[config.mk]
export PLATFORM = sky130hd
export DESIGN_NAME = lmt_outq
export DESIGN_NICKNAME = d
export VERILOG_FILES = /design/src/lmt_pkg.sv /design/src/lmt_outq.sv
export VERILOG_INCLUDE_DIRS = /design/src /design/src/src
export SDC_FILE = /design/constraint.sdc
export NUM_CORES = 1
export LEC_CHECK = 0
export BUFFER_PORTS_ARGS = -buffer_cell sky130_fd_sc_hd__buf_2
export CAP_MARGIN = 20
export CORE_MARGIN = 5
export CORE_UTILIZATION = 50
export DETAILED_ROUTE_END_ITERATION = 8
export GPL_TIMING_DRIVEN = 1
export PLACE_DENSITY = 0.66
export SLEW_MARGIN = 40
export SYNTH_ARGS = -nofsm -noshare
export SYNTH_HDL_FRONTEND = slang
export SYNTH_SLANG_ARGS = --single-unit
[constraint.sdc]
create_clock -name clk_i -period 3.9 [get_ports clk_i]
set_input_delay 0.39 -clock clk_i [delete_from_list [all_inputs] [get_ports clk_i]]
set_output_delay 0.39 -clock clk_i [all_outputs]
set_load 0.03 [all_outputs]
[src/local_mean_threshold_defines.svh]
// Assertion macros shared by the local mean threshold RTL.
`ifndef LOCAL_MEAN_THRESHOLD_DEFINES_SVH
`define LOCAL_MEAN_THRESHOLD_DEFINES_SVH

// Property checked on every rising edge of clk_i, off while rst_ni is low.
`define LMT_ASSERT(lbl, prop, msg) \
  lbl: assert property (@(posedge clk_i) disable iff (!rst_ni) (prop)) else $error(msg);

// Condition that must never be true at a rising edge of clk_i.
`define LMT_ASSERT_NEVER(lbl, cond, msg) \
  `LMT_ASSERT(lbl, !(cond), msg)

`endif

[src/lmt_pkg.sv]
// Shared constants and types of the local mean threshold block.
package lmt_pkg;

  localparam int unsigned RADIUS_DEF     = 3;
  localparam int unsigned MAX_WIDTH_DEF  = 1024;
  localparam int unsigned OUTQ_DEPTH_DEF = 8;

  localparam int unsigned PIX_W        = 8;
  localparam int unsigned WIDTH_REG_W  = 11;
  localparam int unsigned HEIGHT_REG_W = 12;
  localparam int unsigned CFG_DATA_W   = 12;
  localparam int unsigned CFG_IDX_W    = 2;

  localparam logic [CFG_IDX_W-1:0] REG_IMAGE_WIDTH  = 2'd0;
  localparam logic [CFG_IDX_W-1:0] REG_IMAGE_HEIGHT = 2'd1;

  localparam logic [WIDTH_REG_W-1:0]  RESET_WIDTH  = 11'd640;
  localparam logic [HEIGHT_REG_W-1:0] RESET_HEIGHT = 12'd480;

  localparam logic [PIX_W-1:0] MASK_ON  = 8'd255;
  localparam logic [PIX_W-1:0] MASK_OFF = 8'd0;

  // Control flags that travel with a pixel down the pipeline.
  typedef struct packed {
    logic valid;
    logic emit;
    logic last;
  } stage_t;

  typedef struct packed {
    logic [PIX_W-1:0] mask_value;
    logic             frame_end;
  } res_t;

endpackage

[src/lmt_outq.sv]
// Result queue that decouples the pixel pipeline from the output handshake.
`include "local_mean_threshold_defines.svh"

module lmt_outq #(
  parameter int unsigned DEPTH = lmt_pkg::OUTQ_DEPTH_DEF,
  localparam int unsigned AW = (DEPTH > 1) ? $clog2(DEPTH) : 1,
  localparam int unsigned CW = $clog2(DEPTH + 1)
) (
  input  logic          clk_i,
  input  logic          rst_ni,
  input  logic          push_i,
  input  lmt_pkg::res_t data_i,
  input  logic          pop_i,
  output logic          valid_o,
  output lmt_pkg::res_t data_o,
  output logic [CW-1:0] count_o
);

  lmt_pkg::res_t mem_q [DEPTH];
  logic [AW-1:0] wr_q, rd_q;
  logic [CW-1:0] count_q;

  always_ff @(posedge clk_i or negedge rst_ni) begin
    if (!rst_ni) begin
      wr_q    <= '0;
      rd_q    <= '0;
      count_q <= '0;
    end else begin
      if (push_i) begin
        wr_q <= (wr_q == AW'(DEPTH - 1)) ? '0 : wr_q + AW'(1);
      end
      if (pop_i) begin
        rd_q <= (rd_q == AW'(DEPTH - 1)) ? '0 : rd_q + AW'(1);
      end
      if (push_i && !pop_i) begin
        count_q <= count_q + CW'(1);
      end else if (pop_i && !push_i) begin
        count_q <= count_q - CW'(1);
      end
    end
  end

  always_ff @(posedge clk_i) begin
    if (push_i) begin
      mem_q[wr_q] <= data_i;
    end
  end

  assign valid_o = (count_q != '0);
  assign data_o  = mem_q[rd_q];
  assign count_o = count_q;

  `LMT_ASSERT_NEVER(a_outq_overflow, push_i && !pop_i && (count_q == CW'(DEPTH)),
                    "result queue overflow")

endmodule

**After elaboration in Yosys (flattened, before gate mapping)**

Memories as Yosys holds them, arrays and structs flattened.
Cells that the tools add are included.

- Add/sub/neg operators: 4
- Equality and inequality tests: 2
- Muxes and demuxes: 6
- Reduce and logical (&&, ||, !) cells: 6

Operators by type and width:

| kind | count |
|---|---|
| $mux 4 | 2 |
| $add 3x1->3 const B | 2 |
| $eq 3x3->1 const B | 2 |
| $mux 3 | 2 |
| $add 4x1->4 const B | 1 |
| $reduce_bool 4->1 | 1 |
| $sub 4x1->4 const B | 1 |
| $logic_and 1x1->1 | 2 |
| $logic_not 1->1 | 2 |
| $mux 1 | 2 |
| $reduce_bool 2->1 | 1 |

- Register bits after elaboration: 10
- Memory bits (writable): 72
- Bits of input ports: 13
- Output and inout port bits: 14
- Word-level logic and storage cells: 22
- Memories: 1

Memories:

| memory | depth | bits a word | rd ports | clocked after memory_dff | write ports | RTL line | RTL |
|---|---|---|---|---|---|---|---|
| mem_q | 8 | 9 | 1 | 0 | 1 | lmt_outq.sv:19 | `lmt_pkg::res_t mem_q [DEPTH];` |

**Logic depth before layout (Yosys ltp)**

- Depth after elaboration: 4
- Gate-level depth with buffers: 7
- Mapped depth without buffers: 7

**Worst setup path after synthesis**

Ideal clock, no wire load.

- Kind: input port to flip-flop
- Start point: input port pop_i
- End point: register count_q[3], in the netlist count_o[3]
- Setup time: 0.131 ns
- Arrival time: 1.745 ns
- Path slack: 2.024 ns
- Stages: 7
- Cells stage by stage: inv_1 > ha_1 > inv_1 > ha_1 > or4_1 > o211ai_1 > o211ai_1

- Cells in the longest elaborated chain, start to end: 3
- Elaborated cells between the ends (all ways): 5

Ends and longest elaborated chain:

| item | RTL line | RTL |
|---|---|---|
| start, declared | lmt_outq.sv:13 | `input logic pop_i,` |
| $logic_not 1->1 | lmt_outq.sv:35 | `if (push_i && !pop_i) begin` |
| $logic_and 1x1->1 | lmt_outq.sv:35 |  |
| $mux 4 or $reduce_bool 2->1 (tied branches) | - |  |
| end signal, assigned | lmt_outq.sv:36 | `count_q <= count_q + CW'(1);` |
| end signal, assigned | lmt_outq.sv:38 | `count_q <= count_q - CW'(1);` |
| end, declared | lmt_outq.sv:21 | `logic [CW-1:0] count_q;` |

Several ways; a longest one is shown, not always the timed one.
A chain may end at the register's enable or synchronous reset.

==> results.tsv <==
metric	value	unit
post-route-period-util	66.3	%
synthesis.nets	190	
synth.yosys.seq_area_share	70.7	%
post_layout_nonfiller_instances	286	
hold_viol	0	
async_flop_share	12.2	%
cts.clk_slew.worst_paths	0.09	ns
run_status	completed	
drt-pass1-iter-count	4	
tritoncts_clock_tree	done	
via_per_instance_ratio	5.74	
num_antenna_cells	0	
routed-via-count	1643	
clockBufferDepth	2	
synth.distinct_cells	25	
pre_cts_ws	1.65	ns
dieArea	8570	µm²
gp_routability_congestion	0.724	
std_cell_rows	30	
clock_latency	0.35	ns
port-buffer-count	26	
ys.flop_type	sky130_fd_sc_hd__edfxtp_1	
p_int	0.00180	W
setup.worst_path.start_class	flip-flop	
cts_num_sinks	82	
largest_cells_by_area_after_synthesis	sky130_fd_sc_hd__edfxtp_1 63%, sky130_fd_sc_hd__mux4_1 13%, sky130_fd_sc_hd__dfrtp_1 7.3%	
core_area	6720	µm²
clock_tree.root_cell	sky130_fd_sc_hd__clkbuf_8	
placed_cells	269	
detail_route.iter0.violations	95	
syn_inst	169	
power.switching_fraction	36.7	%
post_route_cells_drive_above_1_share	32.0	%
timing.final.max_slew_violations	0	
synth-seq-cells	82	
layout_min_cycle_time	2.58	ns
die-width	92.6	µm
ys_top_cells_by_count	72 x sky130_fd_sc_hd__edfxtp_1, 17 x sky130_fd_sc_hd__mux4_1, 14 x sky130_fd_sc_hd__mux2_2, 10 x sky130_fd_sc_hd__dfrtp_1, 8 x sky130_fd_sc_hd__nor2_1	
p_leak	1.35	nW
vdd_drop_max	0.000367	V
ioPinCount	27	
die_y	92.6	µm
fin_worst_setup_slack	1.32	ns
setup_viol_count_final	0	
via_count_of_the_first_global_routing_pass	1840	
drt-total-wl	6050	µm
area_delta_synth_final	12.7	%
share_of_power_burned_in_registers	46.3	%
clock-skew-final	0.00861	ns
hold_path_class	in2reg	
unrepaired_setup_endpoints_after_global_routing	false	
place_hpwl	3790	µm
timing.slew.headroom	48.6	%
finalSetupTns	0	ns
synthesis.area_per_instance	20.2	µm²
cap_viol_max_count	0	
critPathArrivalTime	2.19	ns
grt_usage	15.8	%
synth_top_cell_by_area	sky130_fd_sc_hd__edfxtp_1	
crit_required	3.51	ns
avgRoutedWirePerCell	21.2	µm
grt-ovfl-total	0	
path_max_fanout	21	
drc	0	
fmax	0.387	GHz
grt_first_pass_wirelength	9640	µm
pwr_density_cell	739	nW/µm²
route.antenna.remaining_nets	0	
synth_top_area_share	63.4	%
post_cts.repair.setup_buffers	0	
synthMostInstantiatedCell	sky130_fd_sc_hd__edfxtp_1	
floorplan.initialDensity	50.8	%
cts-htree-levels	3	
actual_slew_at_the_worst_max_slew_pin	0.771	ns
share_of_power_burned_in_the_clock_network	20.6	%
fill_cells	505	
comb_power_share	33.1	%
synth-warning-count	0	
path_class	reg2out	
number_of_buffers_inserted_during_clock_tree_synthesis	9	
grt_start_max_net_pins	22	
net_count_reported_at_finish	222	
antenna_found_initial	0	
synth_enable_flop_cells	72	
worst_setup_path_end_kind	primary output	
total_switching_power	0.00104	W
syn-cell-area	3410	µm²
## placed cells by master, fill, tap and decap left out, types with 3 or more instances in the layout
master	count
sky130_fd_sc_hd__buf_2	26
sky130_fd_sc_hd__clkbuf_8	9
sky130_fd_sc_hd__dfrtp_1	9
sky130_fd_sc_hd__edfxtp_1	72
sky130_fd_sc_hd__ha_1	7
sky130_fd_sc_hd__inv_1	4
sky130_fd_sc_hd__mux2_2	14
sky130_fd_sc_hd__mux4_1	17
sky130_fd_sc_hd__nand2_1	5
sky130_fd_sc_hd__nand3b_1	3
sky130_fd_sc_hd__nor2_2	6
sky130_fd_sc_hd__o21ai_0	3
## final timing paths
check                              end  startpoint  slack, ns  cells after the start
max                          data_o[0]     rd_q[0]       1.32                      3
min                        mem_q[0][8]   data_i[8]       0.29                      1
max reg2reg                    rd_q[0]     rd_q[1]       2.15                      4
min reg2reg                 count_o[2]  count_o[2]       0.54                      2
max in group asynchronous      rd_q[0]      rst_ni       3.24                      2
min in group asynchronous      wr_q[0]      rst_ni       0.43                      2
## flip-flops by register name (all words and copies together), names as in the netlist
register and flops:
mem_q 72, count_o 4, rd_q 3, wr_q 3
## cell families (layout without fill, tap and decap cells)
family | after synthesis | in the layout | synth area share (%)
AND/OR/NAND/NOR | 26 | 26 | 3.81
AO/OA/AOI/OAI | 8 | 8 | 1.50
flip-flops | 82 | 82 | 70.7
multiplexers | 33 | 33 | 18.7
buffers and inverters | 10 | 47 | 1.61
adder cells (fa/ha/maj) | 8 | 8 | 3.15
XOR/XNOR | 2 | 2 | 0.514
## metal layers
metal	global-route usage, %	part of all wire, %	vias to the layer above
met2	26.6	54	43
met1	18.9	40	831
met5	0	0	-
met3	5.28	5.0	6
met4	5.94	1.2	0
li1	-	-	763
## critical path, stage by stage (launching register included)
cell and delay, ns:
sky130_fd_sc_hd__dfrtp_2 0.74, sky130_fd_sc_hd__mux4_1 0.64, sky130_fd_sc_hd__mux2_2 0.29, sky130_fd_sc_hd__buf_2 0.18
## metrics by stage
step | hold WS [ns] | power, W | instance area [µm²] | utilization [%]
global route | 0.274 | 0.00301 | 3840 | 57.2
detailed placement | 0.271 | 0.00228 | 3640 | 54.2
global placement | 0.261 | 0.00221 | 3610 | 53.7
CTS | 0.276 | 0.00288 | 3840 | 57.2
finish | 0.295 | 0.00284 | 3840 | 57.2
floorplan | 0.0944 | 0.00201 | 3410 | -
## power by group through the flow
stage / clock, W / sequential (W) / combinational [W]
floorplan: 0 / 0.00124 / 0.000762
global placement: 0 / 0.00131 / 0.000896
detailed placement: 0 / 0.00134 / 0.000947
CTS: 0.000605 / 0.00132 / 0.000953
global route: 0.000648 / 0.00134 / 0.00102
finish: 0.000587 / 0.00132 / 0.000939
## repair_timing
action | 4_1_cts | 5_1_grt
gates resized for setup | 0 | 0
hold buffers | 1 | 0
endpoints found under the hold margin | 10 | 0
## layout make-up
class | count | area (µm²) | share of cell area, %
Sequential cell | 82 | 2410 | 62.8
Tap cell | 80 | 100 | 2.60
Multi-Input combinational cell | 77 | 981 | 25.5
Inverter | 4 | 15.0 | 0.390
Clock inverter | 7 | 71.3 | 1.85
Clock buffer | 9 | 124 | 3.22
Timing Repair Buffer | 27 | 140 | 3.64
(Power assumes the default switching activity.)
