### src/local_mean_threshold_defines.svh
// Assertion macros shared by the local mean threshold RTL.
`ifndef LOCAL_MEAN_THRESHOLD_DEFINES_SVH
`define LOCAL_MEAN_THRESHOLD_DEFINES_SVH

// Property checked on every rising edge of clk_i, off while rst_ni is low.
`define LMT_ASSERT(lbl, prop, msg) \
  lbl: assert property (@(posedge clk_i) disable iff (!rst_ni) (prop)) else $error(msg);

// Condition that must never be true at a rising edge of clk_i.
`define LMT_ASSERT_NEVER(lbl, cond, msg) \
  `LMT_ASSERT(lbl, !(cond), msg)

`endif

### src/lmt_pkg.sv
// Shared constants and types of the local mean threshold block.
package lmt_pkg;

  localparam int unsigned RADIUS_DEF     = 3;
  localparam int unsigned MAX_WIDTH_DEF  = 1024;
  localparam int unsigned OUTQ_DEPTH_DEF = 8;

  localparam int unsigned PIX_W        = 8;
  localparam int unsigned WIDTH_REG_W  = 11;
  localparam int unsigned HEIGHT_REG_W = 12;
  localparam int unsigned CFG_DATA_W   = 12;
  localparam int unsigned CFG_IDX_W    = 2;

  localparam logic [CFG_IDX_W-1:0] REG_IMAGE_WIDTH  = 2'd0;
  localparam logic [CFG_IDX_W-1:0] REG_IMAGE_HEIGHT = 2'd1;

  localparam logic [WIDTH_REG_W-1:0]  RESET_WIDTH  = 11'd640;
  localparam logic [HEIGHT_REG_W-1:0] RESET_HEIGHT = 12'd480;

  localparam logic [PIX_W-1:0] MASK_ON  = 8'd255;
  localparam logic [PIX_W-1:0] MASK_OFF = 8'd0;

  // Control flags that travel with a pixel down the pipeline.
  typedef struct packed {
    logic valid;
    logic emit;
    logic last;
  } stage_t;

  typedef struct packed {
    logic [PIX_W-1:0] mask_value;
    logic             frame_end;
  } res_t;

endpackage

### src/lmt_window.sv
// Sliding window sum from column sums and the threshold decision.
module lmt_window #(
  parameter int unsigned RADIUS = lmt_pkg::RADIUS_DEF,
  localparam int unsigned SIDE  = 2 * RADIUS + 1,
  localparam int unsigned CSW   = $clog2(SIDE * 255 + 1)
) (
  input  logic                       clk_i,
  input  logic                       rst_ni,
  input  lmt_pkg::stage_t            col_flags_i,
  input  logic [CSW-1:0]             colsum_i,
  input  logic [lmt_pkg::PIX_W-1:0]  cpix_i,
  output logic                       s3_valid_o,
  output logic                       push_o,
  output lmt_pkg::res_t              res_o
);

  localparam int unsigned AREA = SIDE * SIDE;
  localparam int unsigned SW   = $clog2(AREA * 255 + 1);

  logic [CSW-1:0]            cs_q   [SIDE];
  logic [lmt_pkg::PIX_W-1:0] crow_q [RADIUS+1];
  logic [SW-1:0]             sum_q, sum_d;
  logic [SW-1:0]             thr;
  lmt_pkg::stage_t           s3_q;

  // The window moves one column: the new column sum plus the newest held ones.
  // Building the sum afresh lets data from never-written line entries leave
  // the window together with its column.
  always_comb begin
    sum_d = SW'(colsum_i);
    for (int i = 1; i < SIDE; i++) begin
      sum_d = sum_d + SW'(cs_q[i]);
    end
  end

  always_ff @(posedge clk_i or negedge rst_ni) begin
    if (!rst_ni) begin
      for (int i = 0; i < SIDE; i++) begin
        cs_q[i] <= '0;
      end
      for (int i = 0; i <= RADIUS; i++) begin
        crow_q[i] <= '0;
      end
      sum_q <= '0;
      s3_q  <= '0;
    end else begin
      s3_q <= col_flags_i;
      if (col_flags_i.valid) begin
        for (int i = 0; i < SIDE - 1; i++) begin
          cs_q[i] <= cs_q[i+1];
        end
        cs_q[SIDE-1] <= colsum_i;
        for (int i = 0; i < RADIUS; i++) begin
          crow_q[i] <= crow_q[i+1];
        end
        crow_q[RADIUS] <= cpix_i;
        sum_q <= sum_d;
      end
    end
  end

  // floor(sum / AREA) >= center holds exactly when sum >= AREA * center.
  assign thr = SW'(AREA) * SW'(crow_q[0]);

  assign s3_valid_o       = s3_q.valid;
  assign push_o           = s3_q.valid && s3_q.emit;
  assign res_o.mask_value = (sum_q >= thr) ? lmt_pkg::MASK_ON : lmt_pkg::MASK_OFF;
  assign res_o.frame_end  = s3_q.last;

endmodule

### config.mk
export PLATFORM = sky130hd
export DESIGN_NAME = lmt_window
export DESIGN_NICKNAME = d
export VERILOG_FILES = /design/src/local_mean_threshold_defines.svh /design/src/lmt_pkg.sv /design/src/lmt_window.sv
export SDC_FILE = /design/constraint.sdc
export NUM_CORES = 1
export LEC_CHECK = 0
export BUFFER_PORTS_ARGS = -buffer_cell sky130_fd_sc_hd__buf_2
export CORE_UTILIZATION = 67
export DETAILED_ROUTE_END_ITERATION = 10
export PLACE_DENSITY = 0.85
export SKIP_LAST_GASP = 1
export SYNTH_ARGS = -nofsm -noshare
export SYNTH_HDL_FRONTEND = slang
export SYNTH_SLANG_ARGS = --single-unit
### constraint.sdc
create_clock -name clk_i -period 14.05 [get_ports clk_i]
set_clock_uncertainty 0.1 [all_clocks]
set_input_delay 1.405 -clock clk_i [delete_from_list [all_inputs] [get_ports clk_i]]
set_output_delay 1.405 -clock clk_i [all_outputs]
set_load 0.02 [all_outputs]
=== After elaboration in Yosys (flattened, before gate mapping) ===
Index checks and enable logic that the tools add are counted.

* Add/subtract/negate cells: 6
* Multiply operators: 1
* Order comparisons: 1
* Mux-type cells: 1
* Reduce and logical (&&, ||, !) cells: 1

{| class="wikitable"
|+ Operator list
! kind !! number
|-
| 14-bit by 11-bit adder with 14-bit output || 3
|-
| 13-bit by 11-bit adder with 14-bit output || 1
|-
| 14-bit greater-or-equal comparator || 1
|-
| 6-bit by 8-bit multiplier with 14-bit output (first input constant) || 1
|-
| 12-bit by 11-bit adder with 13-bit output || 1
|-
| 11-bit by 11-bit adder with 12-bit output || 1
|-
| 8-bit two-way mux || 1
|-
| 1-bit logical AND || 1
|}

* Register bits: 115
* Bits of input ports: 24
* Output and inout port bits: 11
* Word-level logic and storage cells: 24

=== Depth between registers and ports, before layout ===
Gate-level depths: netlist (run 1).

* Depth after elaboration: 6
* Gate-level depth with buffers: 17

=== Worst setup path after synthesis (run 1) ===
Ideal clock, no wire load.

* Path type: flip-flop to output port
* Start: register crow_q[25] (netlist name)
* End: output port res_o[2] (netlist name)
* Arrival time: 4.088 ns
* Required time: 12.545 ns
* Path slack: 8.457 ns
* Cell stages (with the launch flop): 17
* Path buffers: 1
* Path through: dfrtp_1 -> ha_1 -> inv_1 -> fa_1 -> inv_1 -> ha_1 -> ha_1 -> fa_1 -> a21o_1 -> a21oi_1 -> xnor2_1 -> ha_1 -> nor2b_1 -> a2111oi_0 -> o21ai_0 -> a221o_1 -> buf_4

{| class="wikitable"
|+ RTL lines
! element !! line !! RTL
|-
| start: declaration || lmt_window.sv:21 || <nowiki>logic [lmt_pkg::PIX_W-1:0] crow_q [RADIUS+1];</nowiki>
|-
| start signal: indexed assignment || lmt_window.sv:54 || <nowiki>crow_q[i] <= crow_q[i+1];</nowiki>
|-
| start signal: indexed assignment || lmt_window.sv:56 || <nowiki>crow_q[RADIUS] <= cpix_i;</nowiki>
|-
| end: declaration || lmt_window.sv:14 || <nowiki>output lmt_pkg::res_t res_o</nowiki>
|}

==> results.json, run 1 <==
{
  "drive_gt1_share_pct": 20.4,
  "reg2reg_slack_ns": 9.54,
  "grt_pass1_vias": 4755,
  "cts_buffer_depth": 2,
  "critPathLaunchType": "flip-flop",
  "finalCriticalPeriod_ns": 6.36,
  "path_max_fanout": 8,
  "syn_avg_cell_area_um2": 11.4,
  "ios": 35,
  "io_buffers": 34,
  "max_clock_freq_mhz": 157,
  "firstDrtPassIters": 4,
  "start_util_pct": 68.7,
  "clock_latency_ns": 0.54,
  "drv_cap": 0,
  "place_ws_ns": 8.31,
  "syn-num-nets": 755,
  "fin_setup_tns_ns": 0,
  "postRouteAntennaNets": 0,
  "detailed_place_hpwl_um": 8670,
  "syn_area_um2": 7060,
  "cts_tree": "built",
  "gp_congestion": 0.779,
  "yosysWarningCount": 0,
  "area.growth.synth_to_final_pct": 11.0,
  "cts_resized": 0,
  "track_usage_pct": 26.3,
  "wl_um": 12400,
  "synth-edff-count": 0,
  "finalCritPeriodShare_pct": 45.3,
  "status": "completed",
  "routedWlPerCell_um": 15.6,
  "relSlewSlack_pct": 34.2,
  "postCtsHoldBufs": 0,
  "yosysSeqAreaShare_pct": 40.8,
  "slew_viol_final": 0,
  "cp.required_ns": 12.55,
  "final_hold_viol_count": 0,
  "endpoint_kind": "output pin",
  "ctsHtreeMaxLevel": 4,
  "grt_max_degree": 81,
  "fin_nets": 784,
  "final_util_pct": 76.3,
  "postSynthRegisterBits": 115,
  "min_path_type": "flip-flop to flip-flop",
  "num_vias": 4363,
  "die_height_um": 105,
  "cts.clk_slew.worst_paths_ns": 0.06,
  "rows": 37,
  "finalWorstSetupSlack_ns": 7.69,
  "ys_async_sr_fraction_pct": 100,
  "syn_inst": 617,
  "ys.flop_type": "dfrtp_1",
  "fin_cells": 794,
  "first_iter_violations": 310,
  "cts_setup_buffers": 0,
  "tightest_slew_ns": 0.986,
  "antenna_found_initial": 0,
  "gr-total-overflow": 0,
  "die_area_um2": 10900,
  "rsz0062_at_grt": "no",
  "synth.distinct_cells": 41,
  "finalSetupViolations": 0,
  "core_area_um2": 10300,
  "grt_first_pass_wirelength_um": 22000,
  "cts_buffers": 17,
  "cts-root-buf": "clkbuf_8",
  "dieWidth_um": 105,
  "critPathKind": "flip-flop to output pin",
  "diodes": 0,
  "vias_per_cell": 5.49,
  "drc": 0,
  "worstPathArrival_ns": 4.86,
  "dpl.cell_count": 763,
  "cts.sinks": 115
}
-- worst paths after layout --
path | cells after the start | endpoint | startpoint
max | 16 | res_o[5] | crow_q[25]
min | 2 | crow_q[27] | crow_q[19]
max reg2reg | 14 | sum_q[8] | cs_q[2]
min reg2reg | 2 | crow_q[27] | crow_q[19]
max in group asynchronous | 2 | cs_q[18] | rst_ni
min in group asynchronous | 1 | crow_q[21] | rst_ni
-- worst max-delay path, stage by stage (launching register included) --
cell	delay, ns
dfrtp_1	0.40
ha_1	0.29
inv_1	0.05
fa_1	0.49
inv_1	0.04
ha_1	0.29
ha_1	0.23
fa_1	0.42
a21o_1	0.18
a21oi_1	0.20
xnor2_1	0.14
ha_1	0.26
nor2b_1	0.14
a2111oi_0	0.38
o21ai_0	0.17
a221o_1	0.42
buf_2	0.19
-- flip-flops by register name (all words and copies together) (netlist names) --
| signal | flops |
|---|---|
| cs_q | 66 |
| res_o | 1 |
| sum_q | 14 |
| s3_q | 1 |
| crow_q | 32 |
| s3_valid_o | 1 |
-- cell usage after synthesis, drive strengths merged, types with 2 or more instances --
library cell / instances / share of area (%)
o21a: 3 / 0.32
o21bai: 3 / 0.32
buf: 17 / 1.4
xnor2: 7 / 0.87
clkbuf: 9 / 0.48
xor2: 4 / 0.50
o21ai: 45 / 3.2
mux2: 67 / 11
o311a: 2 / 0.28
a21oi: 13 / 0.92
nand2: 44 / 2.3
o31a: 3 / 0.37
o211ai: 3 / 0.32
a221oi: 2 / 0.25
nand3: 3 / 0.21
a21o: 11 / 1.2
nor3: 2 / 0.14
o2111ai: 3 / 0.37
dfrtp: 115 / 41
inv: 123 / 6.5
nor2b: 3 / 0.37
nor2: 4 / 0.21
ha: 58 / 10
a211oi: 4 / 0.43
fa: 56 / 16
-- area by class of cell --
cell class,instances,area [um2]
clock inverters,11,105
repair buffers,36,190
clock buffers,20,445
well taps,136,170
flip-flops and latches,115,2880
multi-input cells,353,3590
inverters,123,462
fillers,665,2440
-- logic make-up after synthesis --
kind of cell | count (synthesis) | share of synthesized area (%)
buffers and inverters | 149 | 8.40
DFF | 115 | 40.8
adders and majority gates | 114 | 26.2
AOI/OAI and AO/OA | 97 | 8.53
muxes | 67 | 10.7
and+or+nand+nor | 64 | 4.08
xor gates and xnor gates | 11 | 1.36
-- placed cells by master, fill, tap and decap left out, drive strengths merged, types with 2 or more instances in the layout --
| master | n |
|---|---|
| a21oi | 13 |
| a211oi | 4 |
| ha | 58 |
| inv | 125 |
| clkinv | 4 |
| xnor2 | 7 |
| o21ai | 45 |
| o2111ai | 3 |
| nand2 | 44 |
| nor2 | 4 |
| o31a | 3 |
| a21o | 11 |
| clkinvlp | 4 |
| fa | 56 |
| dfrtp | 115 |
| o211ai | 3 |
| xor2 | 4 |
| buf | 36 |
| nor2b | 3 |
| mux2 | 67 |
| clkbuf | 20 |
| nand3 | 3 |
| a221oi | 2 |
| o311a | 2 |
| o21a | 3 |
| nor3 | 2 |
| o21bai | 3 |
-- metrics by stage --
step	area (um2)	hold WS, ns
2_1_floorplan	7060	0.349
3_3_place_gp	7290	0.361
3_5_place_dp	7290	0.368
4_1_cts	7840	0.383
5_1_grt	7840	0.403
6_report	7840	0.381
-- routing by layer --
layer	share of wire, %	vias to the layer above	global-route usage, %
met5	0	-	0
met4	3.0	0	13.2
met1	42	2168	32.4
li1	-	2063	-
met2	51	94	43.6
met3	4.0	38	6.18
Power of run 1 is not shown: default switching activity piles up to over one toggle a cycle in this logic, so the estimate is an artifact.
==> run 2: changes to the inputs <==
Settings changed: CORE_UTILIZATION 67 to 62, PLACE_DENSITY 0.85 to 0.79.
Clock period 14.05 ns to 6 ns, I/O delays scaled along.
==> results.json, run 2 (synthesis gave the netlist of run 1 again) <==
{
  "routedWlPerCell_um": 14.7,
  "vias_per_cell": 5.34,
  "postCtsHoldBufs": 0,
  "rows": 38,
  "finalSetupViolations": 0,
  "cp_cell_sequence": "ha_1 -> inv_1 -> fa_1 -> inv_1 -> ha_1 -> ha_1 -> fa_1 -> a21o_1 -> a21oi_1 -> xnor2_1 -> ha_1 -> nor2b_1 -> a2111oi_0 -> o21ai_0 -> a221o_1 -> buf_2",
  "r2r_end": "sum_q[8]",
  "cpMaxStageDelayCell": "fa_1",
  "reg2reg_slack_ns": 1.49,
  "clock_latency_ns": 0.42,
  "die_height_um": 109,
  "ios": 35,
  "fin_nets": 784,
  "cpPeakStageDelay_ns": 0.50,
  "io_buffers": 34,
  "reg_top3": "cs_q x66, crow_q x32, sum_q x14",
  "tightest_slew_ns": 0.800,
  "cts_tree": "built",
  "cts_resized": 0,
  "cp_common_cell": "ha_1",
  "r2r-start": "cs_q[2]",
  "cts_buffers": 17,
  "final_cell_mix": "123 x inv_1, 115 x dfrtp_1, 67 x mux2_2, 58 x ha_1, 56 x fa_1",
  "drive_gt1_share_pct": 20.6,
  "grt_pass1_vias": 4599,
  "diodes": 0,
  "final_common_cell": "inv_1",
  "worstPathArrival_ns": 4.78,
  "firstDrtPassIters": 6,
  "drc": 0,
  "relSlewSlack_pct": 46.7,
  "postRouteAntennaNets": 0,
  "wl_um": 11700,
  "cts-root-buf": "clkbuf_16",
  "final_hold_viol_count": 0,
  "grt_max_degree": 77,
  "regMostFlops": "cs_q",
  "slew_viol_final": 0,
  "finalCritPeriodShare_pct": 91.4,
  "r2r_cells": 14,
  "cts.sinks": 115,
  "finalCriticalPeriod_ns": 5.48,
  "dieWidth_um": 109,
  "status": "completed",
  "core_area_um2": 11000,
  "grt_first_pass_wirelength_um": 20800,
  "critPathLaunchType": "flip-flop",
  "cts_buffer_depth": 2,
  "cts.clk_slew.worst_paths_ns": 0.06,
  "gp_congestion": 0.878,
  "fin_setup_tns_ns": 0,
  "rsz0062_at_grt": "no",
  "track_usage_pct": 23.6,
  "start_util_pct": 64.3,
  "path_max_fanout": 8,
  "critPathKind": "flip-flop to output pin",
  "cts_setup_buffers": 0,
  "cp.required_ns": 5.30,
  "die_area_um2": 11800,
  "endpoint_kind": "output pin",
  "detailed_place_hpwl_um": 8230,
  "first_iter_violations": 204,
  "ctsHtreeMaxLevel": 4,
  "antenna_found_initial": 0,
  "min_path_type": "primary input to async pin",
  "area.growth.synth_to_final_pct": 11.9,
  "num_vias": 4263,
  "drv_cap": 0,
  "gr-total-overflow": 0,
  "max_clock_freq_mhz": 182,
  "largest_reg_flops": 66
}
run 2: cell types whose count changed in the layout (fill, tap and decap cells not counted):
cell	delta
bufinv_16	+1
inv_8	+1
clkbuf_8	-2
clkinvlp_4	-1
clkbuf_16	+1
clkbuf_1	-1
clkinv_2	-2
inv_6	+4
run 2: how the worst max path moves through the flow:
stage | from | endpoint | cells after the start
3_5_place_dp | crow_q[25] | res_o[3] | 16
6_report | crow_q[25] | res_o[3] | 16
2_1_floorplan | crow_q[25] | res_o[2] | 16
5_1_grt | crow_q[26] | res_o[7] | 16
4_1_cts | crow_q[26] | res_o[3] | 16
3_3_place_gp | crow_q[25] | res_o[1] | 16
run 2: layout make-up:
| class | count | area, um2 |
|---|---|---|
| Clock buffer | 18 | 439 |
| Inverter | 123 | 462 |
| Tap cell | 140 | 175 |
| Clock inverter | 14 | 164 |
| Sequential cell | 115 | 2880 |
| Multi-Input combinational cell | 353 | 3590 |
| Fill cell | 734 | 3090 |
| Timing Repair Buffer | 36 | 190 |
run 2: stage by stage:
step           hold slack (ns)  cell area (um2)  instances  util [%]  setup WS (ns)
4_1_cts                  0.117             7900        799      71.9          0.551
3_3_place_gp             0.360             7290        767      66.4           1.19
6_report                 0.103             7900        799      71.9          0.518
5_1_grt                  0.153             7900        799      71.9          0.296
3_5_place_dp             0.369             7290        767      66.4           1.05
2_1_floorplan            0.204             7060        617         -           1.21
run 2: layer usage:
metal | wire length, um | vias up | GRT usage (%) | share of wire (%)
met5 | 0 | - | 0 | 0
met4 | 310 | 0 | 11.6 | 2.6
met3 | 388 | 28 | 6.34 | 3.3
met2 | 6020 | 73 | 40.2 | 51
met1 | 4990 | 2097 | 27.7 | 43
li1 | - | 2065 | - | -
run 2: worst max-delay path: cells and delay by family, from the launching register on:
family,cells,cell delay (ns)
fa+ha+maj,6,2.00
compound gates,5,1.35
flops,1,0.40
buf+inv,3,0.31
xor+xnor,1,0.15
simple gates,1,0.13
Power of run 2 is left out for the same reason.
